## src/rtl/sndx_pkg.sv

```systemverilog
// Shared types, constants and character helpers for the soundex encoder.
`timescale 1ns / 1ps
`default_nettype none

package sndx_pkg;

  localparam int CODE_LEN = 4;
  localparam int CNT_W    = $clog2(CODE_LEN + 1);
  localparam int IDX_W    = $clog2(CODE_LEN);
  localparam int OUT_SYMS = (CODE_LEN < 4) ? CODE_LEN : 4;

  localparam logic [7:0] PAD_SYMBOL = 8'h30;
  localparam logic [7:0] CHAR_A_UP  = 8'h41;
  localparam logic [7:0] CHAR_Z_UP  = 8'h5A;
  localparam logic [7:0] CHAR_A_LO  = 8'h61;
  localparam logic [7:0] CHAR_Z_LO  = 8'h7A;
  localparam logic [7:0] CASE_DIFF  = 8'h20;

  // previous code: digit 0..6, or the no-code marker
  localparam logic [3:0] NO_CODE = 4'hF;

  typedef struct packed {
    logic [7:0] char_byte;
    logic       end_of_string;
  } in_req_t;

  typedef struct packed {
    logic [31:0] code_word;
    logic        status;
  } out_req_t;

  function automatic logic is_letter(input logic [7:0] c);
    return ((c >= CHAR_A_UP) && (c <= CHAR_Z_UP)) || ((c >= CHAR_A_LO) && (c <= CHAR_Z_LO));
  endfunction

  function automatic logic [7:0] to_upper(input logic [7:0] c);
    return ((c >= CHAR_A_LO) && (c <= CHAR_Z_LO)) ? c - CASE_DIFF : c;
  endfunction

  // digit of letter index 0 (A) .. 25 (Z): "01230120022455012623010202"
  function automatic logic [2:0] letter_digit(input logic [4:0] idx);
    logic [2:0] d;
    unique case (idx)
      5'd1, 5'd5, 5'd15, 5'd21:                          d = 3'd1;
      5'd2, 5'd6, 5'd9, 5'd10, 5'd16, 5'd18, 5'd23, 5'd25: d = 3'd2;
      5'd3, 5'd19:                                       d = 3'd3;
      5'd11:                                             d = 3'd4;
      5'd12, 5'd13:                                      d = 3'd5;
      5'd17:                                             d = 3'd6;
      default:                                           d = 3'd0;
    endcase
    return d;
  endfunction

endpackage

`default_nettype wire

```

## src/rtl/sndx_in_stage.sv

```systemverilog
// Input register holding one character request ahead of the encoder.
`timescale 1ns / 1ps
`default_nettype none

module sndx_in_stage
  import sndx_pkg::*;
(
  input  wire logic    clk,
  input  wire logic    rst_n,
  input  wire logic    in_valid,
  output logic         in_stall,
  input  wire in_req_t in_req,
  input  wire logic    advance,
  output logic         item_valid,
  output in_req_t      item
);

  logic    valid_r;
  in_req_t item_r;

  assign in_stall   = valid_r && !advance;
  assign item_valid = valid_r;
  assign item       = item_r;

  always_ff @(posedge clk) begin
    if (!rst_n) begin
      valid_r <= 1'b0;
    end else if (in_valid && !in_stall) begin
      valid_r <= 1'b1;
    end else if (advance) begin
      valid_r <= 1'b0;
    end
  end

  always_ff @(posedge clk) begin
    if (in_valid && !in_stall) begin
      item_r <= in_req;
    end
  end

endmodule

`default_nettype wire

```

## src/rtl/sndx_core.sv

```systemverilog
// Per-string encoder state and the single-pass symbol update and code packing.
`timescale 1ns / 1ps
`default_nettype none

module sndx_core
  import sndx_pkg::*;
(
  input  wire logic    clk,
  input  wire logic    rst_n,
  input  wire logic    fire,
  input  wire in_req_t item,
  input  wire logic    fold_case,
  output logic         res_valid,
  output out_req_t     res
);

  logic [7:0]       store_r [CODE_LEN];
  logic [7:0]       store_nxt [CODE_LEN];
  logic [CNT_W-1:0] count_r, count_nxt;
  logic [3:0]       prev_r, prev_nxt;
  logic             seen_r, seen_nxt;

  logic       letter;
  logic [7:0] upper;
  logic [4:0] idx;
  logic [2:0] dig;

  assign letter = is_letter(item.char_byte);
  assign upper  = to_upper(item.char_byte);
  assign idx    = 5'(upper - CHAR_A_UP);
  assign dig    = letter_digit(idx);

  always_comb begin
    store_nxt = store_r;
    count_nxt = count_r;
    prev_nxt  = prev_r;
    seen_nxt  = seen_r;
    if (!seen_r) begin
      if (letter) begin
        store_nxt[0] = fold_case ? upper : item.char_byte;
        count_nxt    = CNT_W'(1);
        prev_nxt     = NO_CODE;
        seen_nxt     = 1'b1;
      end
    end else if (count_r < CNT_W'(CODE_LEN)) begin
      if (letter) begin
        if ((dig != 3'd0) && ({1'b0, dig} != prev_r)) begin
          store_nxt[count_r[IDX_W-1:0]] = PAD_SYMBOL + {5'd0, dig};
          count_nxt = count_r + CNT_W'(1);
        end
        prev_nxt = {1'b0, dig};
      end else begin
        prev_nxt = NO_CODE;
      end
    end
  end

  always_comb begin
    res.code_word = '0;
    res.status    = !seen_nxt;
    if (seen_nxt) begin
      for (int i = 0; i < OUT_SYMS; i++) begin
        res.code_word[31 - 8 * i -: 8] =
          (CNT_W'(i) < count_nxt) ? store_nxt[i] : PAD_SYMBOL;
      end
    end
  end

  assign res_valid = fire && item.end_of_string;

  always_ff @(posedge clk) begin
    if (!rst_n) begin
      count_r <= '0;
      prev_r  <= NO_CODE;
      seen_r  <= 1'b0;
    end else if (fire) begin
      if (item.end_of_string) begin
        count_r <= '0;
        prev_r  <= NO_CODE;
        seen_r  <= 1'b0;
      end else begin
        count_r <= count_nxt;
        prev_r  <= prev_nxt;
        seen_r  <= seen_nxt;
      end
    end
  end

  always_ff @(posedge clk) begin
    if (fire) begin
      store_r <= store_nxt;
    end
  end

  a_count_bound: assert property (@(posedge clk) disable iff (!rst_n)
    count_r <= CNT_W'(CODE_LEN))
    else $error("symbol count beyond code length");

  a_seen_count: assert property (@(posedge clk) disable iff (!rst_n)
    seen_r == (count_r != '0))
    else $error("letter flag and symbol count disagree");

  a_end_clears: assert property (@(posedge clk) disable iff (!rst_n)
    fire && item.end_of_string |=> !seen_r && (count_r == '0) && (prev_r == NO_CODE))
    else $error("string state not cleared after end of string");

  a_first_no_code: assert property (@(posedge clk) disable iff (!rst_n)
    fire && !seen_r && letter && !item.end_of_string |=> prev_r == NO_CODE)
    else $error("first letter left a previous code");

endmodule

`default_nettype wire

```

## src/rtl/sndx_out_reg.sv

```systemverilog
// Result register driving the output channel.
`timescale 1ns / 1ps
`default_nettype none

module sndx_out_reg
  import sndx_pkg::*;
(
  input  wire logic     clk,
  input  wire logic     rst_n,
  input  wire logic     load,
  input  wire out_req_t res,
  output logic          can_load,
  output logic          out_valid,
  input  wire logic     out_stall,
  output out_req_t      out_res
);

  logic     valid_r;
  out_req_t res_r;

  assign can_load  = !valid_r || !out_stall;
  assign out_valid = valid_r;
  assign out_res   = res_r;

  always_ff @(posedge clk) begin
    if (!rst_n) begin
      valid_r <= 1'b0;
    end else if (load && can_load) begin
      valid_r <= 1'b1;
    end else if (!out_stall) begin
      valid_r <= 1'b0;
    end
  end

  always_ff @(posedge clk) begin
    if (load && can_load) begin
      res_r <= res;
    end
  end

endmodule

`default_nettype wire

```

## src/rtl/soundex_encoder_unit.sv

```systemverilog
// Top level of the soundex encoder: input stage, encoder core, result register.
//
//   channel  direction  handshake          payload
//   in       input      in_valid/in_stall  in_req  (char_byte, end_of_string)
//   out      output     out_valid/out_stall out_res (code_word, status)
//   cfg      input      cfg_wr_en          cfg_wr_data (fold_case)
//
// One character per cycle unless in_stall; out_valid is set as the result register loads.
// The encoder core updates the per-string state once per character.
// Reset (synchronous, rst_n low) clears the string state and fold_case.
// Only end-of-string requests wait on a stalled result register; other
// characters keep flowing through the core while a result is held.
`timescale 1ns / 1ps
`default_nettype none

module soundex_encoder_unit
  import sndx_pkg::*;
(
  input  wire logic     clk,
  input  wire logic     rst_n,
  input  wire logic     in_valid,
  output logic          in_stall,
  input  wire in_req_t  in_req,
  output logic          out_valid,
  input  wire logic     out_stall,
  output out_req_t      out_res,
  input  wire logic     cfg_wr_en,
  input  wire logic     cfg_wr_data
);

  logic     fold_case_r;
  logic     item_valid;
  in_req_t  item;
  logic     can_load;
  logic     advance;
  logic     res_valid;
  out_req_t res;

  always_ff @(posedge clk) begin
    if (!rst_n) begin
      fold_case_r <= 1'b0;
    end else if (cfg_wr_en) begin
      fold_case_r <= cfg_wr_data;
    end
  end

  assign advance = item_valid && (!item.end_of_string || can_load);

  sndx_in_stage u_in_stage (
    .clk        (clk),
    .rst_n      (rst_n),
    .in_valid   (in_valid),
    .in_stall   (in_stall),
    .in_req     (in_req),
    .advance    (advance),
    .item_valid (item_valid),
    .item       (item)
  );

  sndx_core u_core (
    .clk       (clk),
    .rst_n     (rst_n),
    .fire      (advance),
    .item      (item),
    .fold_case (fold_case_r),
    .res_valid (res_valid),
    .res       (res)
  );

  sndx_out_reg u_out_reg (
    .clk       (clk),
    .rst_n     (rst_n),
    .load      (res_valid),
    .res       (res),
    .can_load  (can_load),
    .out_valid (out_valid),
    .out_stall (out_stall),
    .out_res   (out_res)
  );

endmodule

`default_nettype wire
```

## config.mk

```make
export PLATFORM = sky130hd
export DESIGN_NAME = soundex_encoder_unit
export DESIGN_NICKNAME = d
export VERILOG_FILES = /design/src/rtl/sndx_pkg.sv /design/src/rtl/sndx_in_stage.sv /design/src/rtl/sndx_core.sv /design/src/rtl/sndx_out_reg.sv /design/src/rtl/soundex_encoder_unit.sv
export SDC_FILE = /design/constraint.sdc
export NUM_CORES = 1
export LEC_CHECK = 0
export BUFFER_PORTS_ARGS = -buffer_cell sky130_fd_sc_hd__buf_2
export CAP_MARGIN = 40
export CORE_UTILIZATION = 50
export DETAILED_ROUTE_END_ITERATION = 10
export GPL_TIMING_DRIVEN = 0
export PLACE_DENSITY = 0.71
export SLEW_MARGIN = 20
export SYNTH_ARGS = -nofsm -noshare
export SYNTH_HDL_FRONTEND = slang
export SYNTH_SLANG_ARGS = --single-unit
```

## constraint.sdc

```tcl
create_clock -name clk -period 4.35 [get_ports clk]
set_input_delay 0.2175 -clock clk [delete_from_list [all_inputs] [get_ports clk]]
set_output_delay 0.2175 -clock clk [all_outputs]
set_load 0.1 [all_outputs]
```

; Yosys cells after proc, flatten, opt, wreduce, memory -nomap -nowiden
; Memory sizes are Yosys's and may differ from the RTL's.
; Cells that the tools add are included.
[word_totals]
regBits = 85
latchBits = 0
mem_bits_rw = 0
rom_bits = 96
input_bits = 15
n_memories = 1
[memory_table]
columns = memory, depth, width, read_ports, rd_ports_with_merged_regs, write_ports, line
row1 = (no name shown), 32, 3, 1, 0, 0, sndx_pkg.sv:43  ; unique case (idx)
[classes]
n_addsub = 4
n_mul = 0
div_mod_pow = 0
n_lt_le_gt_ge = 11
n_eq_ne = 3
shift = 0
n_mux = 33
n_bitwise = 1
reduce_logical = 26
[ops]
columns = operator, n
row1 = 2-to-1 mux 32 bit, 3
row2 = 2-to-1 mux 8 bit, 5
row3 = bitwise mux 32 bit, 1
row4 = 2-to-1 mux 24 bit, 1
row5 = 2-to-1 mux 6 bit, 4
row6 = 2-to-1 mux 4 bit, 5
row7 = 2-to-1 mux 3 bit, 6
row8 = demux 8 bit (select 2 bit), 1
row9 = "greater-or-equal comparator 8 x 7 -> 1 bit, second input constant", 2
row10 = "<= comparator 8 x 7 -> 1 bit, second input constant", 2
row11 = logical AND 1 bit, 9
row12 = AND reduction 2 bit, 4
row13 = "subtractor 8 x 6 -> 8 bit, second input constant", 1
row14 = "adder 6 x 3 -> 7 bit, first input constant", 1
row15 = 2-to-1 mux 1 bit, 7
row16 = zero test 1 bit, 6
row17 = "less-than comparator 1 x 3 -> 1 bit, first input constant", 2
row18 = "less-than comparator 2 x 3 -> 1 bit, first input constant", 2
row19 = nonzero test 3 bit, 2
row20 = "subtractor 5 x 1 -> 5 bit, second input constant", 1
row21 = inequality test 3 x 4 -> 1 bit, 1
row22 = "adder 3 x 1 -> 3 bit, second input constant", 1
row23 = "greater-or-equal comparator 3 bit, second input constant", 1
row24 = logical OR 1 bit, 3
row25 = other kinds (7), 7

; Longest topological paths before layout
; An unclocked memory read counts as a cell.
[depth]
word_depth = 13
mapped_depth = 16
mapped_depth_nobuf = 13

; Hierarchy
; A second synthesis with hierarchy kept.
[unflattened]
cells_unflattened = 327
hier_area_um2 = 4073.9
[by_module_without_submodules]
columns = module, n_inst, cells_each, area_per_inst_um2, seq_area_each_um2
row1 = sndx_core, 1, 271, 2676.3, 1121.1
row2 = sndx_out_reg, 1, 38, 1032.2, 1011.0
row3 = sndx_in_stage, 1, 13, 317.8, 290.3
row4 = soundex_encoder_unit, 1, 5, 47.5, 20.0

; Least setup slack after synthesis
; OpenSTA, ideal clock, no wires.
[synth_path]
kind = register to register
start = reg u_in_stage.item_r (netlist bit u_in_stage.item[2])
end = reg u_out_reg.res_r (netlist bit u_out_reg.out_res[17]), data pin
setup_time_ns = 0.268
t_arrival_ns = 3.340
required_ns = 4.082
setup_slack_ns = 0.743
path_stages_with_launch = 16
n_path_buf = 2
period_less_slack_ns = 3.607
path_cell_list = edfxtp_1 inv_1 ha_1 inv_1 ha_1 clkbuf_1 nand3b_1 mux2i_1 nor4_1 o221a_2 nand2b_1 a21oi_2 and3_1 clkbuf_1 mux2_2 nor2b_1
[synth_rtl]
columns = element, line
row1 = start: declaration, sndx_in_stage.sv:19  ; in_req_t item_r;
row2 = start signal: assignment, sndx_in_stage.sv:37  ; item_r <= in_req;
row3 = end signal: assignment, sndx_out_reg.sv:37  ; res_r <= res;
row4 = end: declaration, sndx_out_reg.sv:19  ; out_req_t res_r;

==> results.toml <==
[logic_synthesis]
synth.avg_cell_area_um2 = 11.85
synth_cell_types = 58
synth_async_sr_flop_share_pct = 0
seq_area_frac_synth_pct = 57.89
synth_area_leaders = "edfxtp_1 53%, dfxtp_1 5.2%, ha_1 3.6%, nor2_1 2.9%, nand2_1 2.4%"
netlist.area_leader.share_pct = 52.67
ys_warn_count = 0
syn-cell-area_mm2 = 0.004219
synthCells = 356
synth_top_area_cell = "edfxtp_1"
synth_edf_count = 74
synth-seq-cells = 85
ys.flop_type = "edfxtp_1"
syn-num-nets = 383

[placement]
preCtsSetupSlack_ns = 0.01528
place.gp.congestion = 0.8875
hpwl_um = 5686
numPortBuffers = 49
dp_cells = 510

[critical_path]
path_cells = "inv_1, ha_1, inv_1, ha_1, nand3_1, mux2i_4, a21oi_1, o21ai_0, xnor2_1, a21oi_2, and3_1, clkbuf_1, mux2_2, nor2b_1"
cp_slowest_stage_delay_ns = 0.53
required_ns = 4.46
critPathSlowestCell = "edfxtp_1"
regToRegStartpoint = "u_in_stage.item[2]$_DFFE_PP_"
critPathLaunch = "u_in_stage.item[2]$_DFFE_PP_"
crit_path_end_kind = "flop"
path_buf_inv = 3
critPathTopFamily = "adder cells"
crit_type = "reg -> reg"
critPathArrivalTime_ns = 4.22
rrSetupSlack_ns = 0.24
crit_fanout = 10
startpoint_type = "flop"

[sta]
report.final.slew_viol_count = 0
rsz0062_at_grt = "false"
worst_clock_skew_ns = 0.01040
min_period_over_period_pct = 94.37
tns_ns = 0
hold_violations = 0
fmax_mhz = 243.6
final_period_minus_worst_setup_slack_ns = 4.105
fin_ws_ns = 0.2448
tightest_slew_ns = 0.7722
relSlewSlack_pct = 48.45
setup-violations-final = 0

[global_routing]
grt_pass1_vias = 2729
grt.total_usage_pct = 20.18
grt_pass1_wl_um = 13460
grt_max_degree = 36
antenna_found_initial = 0
grt.overflow.total = 0

[cts]
ctsLongestPathBuffers = 2
cts_buffers = 9
cts.sinks = 85
cts_tree = "built"
clock_latency_ns = 0.37
cts_setup_buffers = 0
hold_buffers = 0
h-tree-depth = 3
clk_pin_slew_ns = 0.09
cts_root_buffer = "clkbuf_8"

[flow_run]
max-cap-violations = 0

[pwr]
ir_drop_uv = 194.6
intPower_w = 0.001243
finalPower_w = 0.001728
p_switching_w = 0.0004848
comb_power_share_pct = 13.3
sw_frac_of_total_pct = 28.06
clockPowerShare_pct = 33.3
seqPwrFrac_pct = 53.4
leakage_nw = 1.751
p_per_area_mw_per_mm2 = 359.4

[drt]
vias = 2876
antenna_left = 0
route.detailed.drc = 0
routedWlPerCell_um = 15.74
routed_wl_um = 8264
drtIter0Drc = 230
vias_per_cell = 5.478
drtPass1Iterations = 4

[die]
dieArea_mm2 = 0.008810
dieHeight_um = 93.86
fp.dieW_um = 93.86
num_rows = 33
core-area_mm2 = 0.008175
start_util_pct = 51.61
io_pins = 50

[finish]
multiInputGateArea_mm2 = 0.001632
syn_to_final_growth_pct = 13.94
n_fill_cell = 726
layout.nets = 442
antenna_cells = 0
fin_cells = 525
regArea_mm2 = 0.002442
layout-drive-gt1-share_pct = 23.57

[hold_path]
min-delay-start = "in_req[6]"
hold_path.class = "in -> reg"

[status]
status = "finished clean"
-- worst register-to-register path: cells and delay by family, from the launching register on --
| kind | cells | cell delay (ns) |
|---|---|---|
| compound gates | 3 | 0.72 |
| xor+xnor | 1 | 0.22 |
| fa+ha+maj | 2 | 0.72 |
| buf+inv | 3 | 0.50 |
| flops | 1 | 0.53 |
| mux | 2 | 0.67 |
| simple gates | 3 | 0.51 |
-- sequential cells by signal, indices dropped and copies added (netlist names) --
signal and flops:
u_core.seen_r 1, fold_case_r 1, u_out_reg.out_res 33, u_core.count_r 3, u_in_stage.item 9, u_core.store_r 32
u_core.prev_r 4, u_out_reg.out_valid 1, u_in_stage.item_valid 1
-- synth_stat cells, drive strengths merged, types with 3 or more instances --
cell type   n
edfxtp     74
nand3b      4
inv        21
nor2       33
nor3        5
xnor2       4
ha         12
buf         6
mux2i      10
o21ai      15
nand2      27
mux2        4
nor2b      16
nor4b       3
a21oi      21
nand3       8
and3        6
dfxtp      11
a21boi      3
nand2b      4
nor3b       8
a211oi     13
and2        4
a31oi       3
clkbuf     12
-- stage by stage --
stage | util (%) | area (µm²) | hold slack (ns)
after detailed placement | 56.21 | 4596 | 0.3956
after global placement | 56.21 | 4596 | 0.3944
after global routing | 58.80 | 4807 | 0.01373
after floorplan | - | 4219 | 0.3164
final | 58.80 | 4807 | 0.02157
after CTS | 58.68 | 4797 | 0.02107
-- per-layer routing --
metal	part of all wire [%]	vias up	GRT usage, %
met5	0	-	0
met4	1.6	0	7.051
met3	4.2	11	3.803
met2	47	76	31.39
met1	47	1376	28.23
li1	-	1413	-
-- what timing repair did --
action	4_1_cts	5_1_grt
endpoints found under the setup margin	2	42
gates resized for setup	1	2
cloned	0	0
-- layout make-up --
class,instances,area share (%)
well taps,105,2.733
plain buffers,17,1.666
flip-flops and latches,85,50.81
inverters,21,1.640
clock buffers,9,2.577
repair buffers,49,5.102
clock inverters,7,1.536
multi-input cells,232,33.94
-- worst paths after layout --
kind / end / depth (start not counted)
min: u_in_stage.item[6]$_DFFE_PP_ / 1
max reg2reg: u_out_reg.out_res[9]$_SDFFCE_PN0P_ / 14
max: u_out_reg.out_res[9]$_SDFFCE_PN0P_ / 14
min reg2reg: u_out_reg.out_valid$_SDFFE_PN0P_ / 2
-- cells in the final DEF, fill, tap and decap left out, drive strengths merged, types with 5 or more instances in the layout --
cell | synthesis | routed
nor2b | 16 | 16
nor3 | 5 | 5
edfxtp | 74 | 74
inv | 21 | 23
nor2 | 33 | 33
mux2i | 10 | 10
nand2 | 27 | 27
nand3 | 8 | 8
a21oi | 21 | 21
o21ai | 15 | 15
clkbuf | 12 | 20
nor3b | 8 | 8
and3 | 6 | 6
ha | 12 | 12
a211oi | 13 | 13
dfxtp | 11 | 11
buf | 6 | 55
-- power groups by stage --
stage / sequential [W] / clock [W] / combinational (W)
after floorplan: 0.00100 / 0 / 0.000117
after CTS: 0.000923 / 0.000576 / 0.000229
after detailed placement: 0.000942 / 0 / 0.000228
after global placement: 0.000941 / 0 / 0.000223
after global routing: 0.000926 / 0.000608 / 0.000248
final: 0.000923 / 0.000575 / 0.000230
-- logic make-up after synthesis --
| logic type | after synthesis | share of synthesized area (%) |
|---|---|---|
| mux | 14 | 4.033 |
| fa+ha+maj | 12 | 3.559 |
| simple gates | 125 | 16.67 |
| compound gates | 76 | 12.78 |
| buf+inv | 39 | 3.855 |
| xor+xnor | 5 | 1.216 |
| flops | 85 | 57.89 |
(Power assumes the default switching activity.)
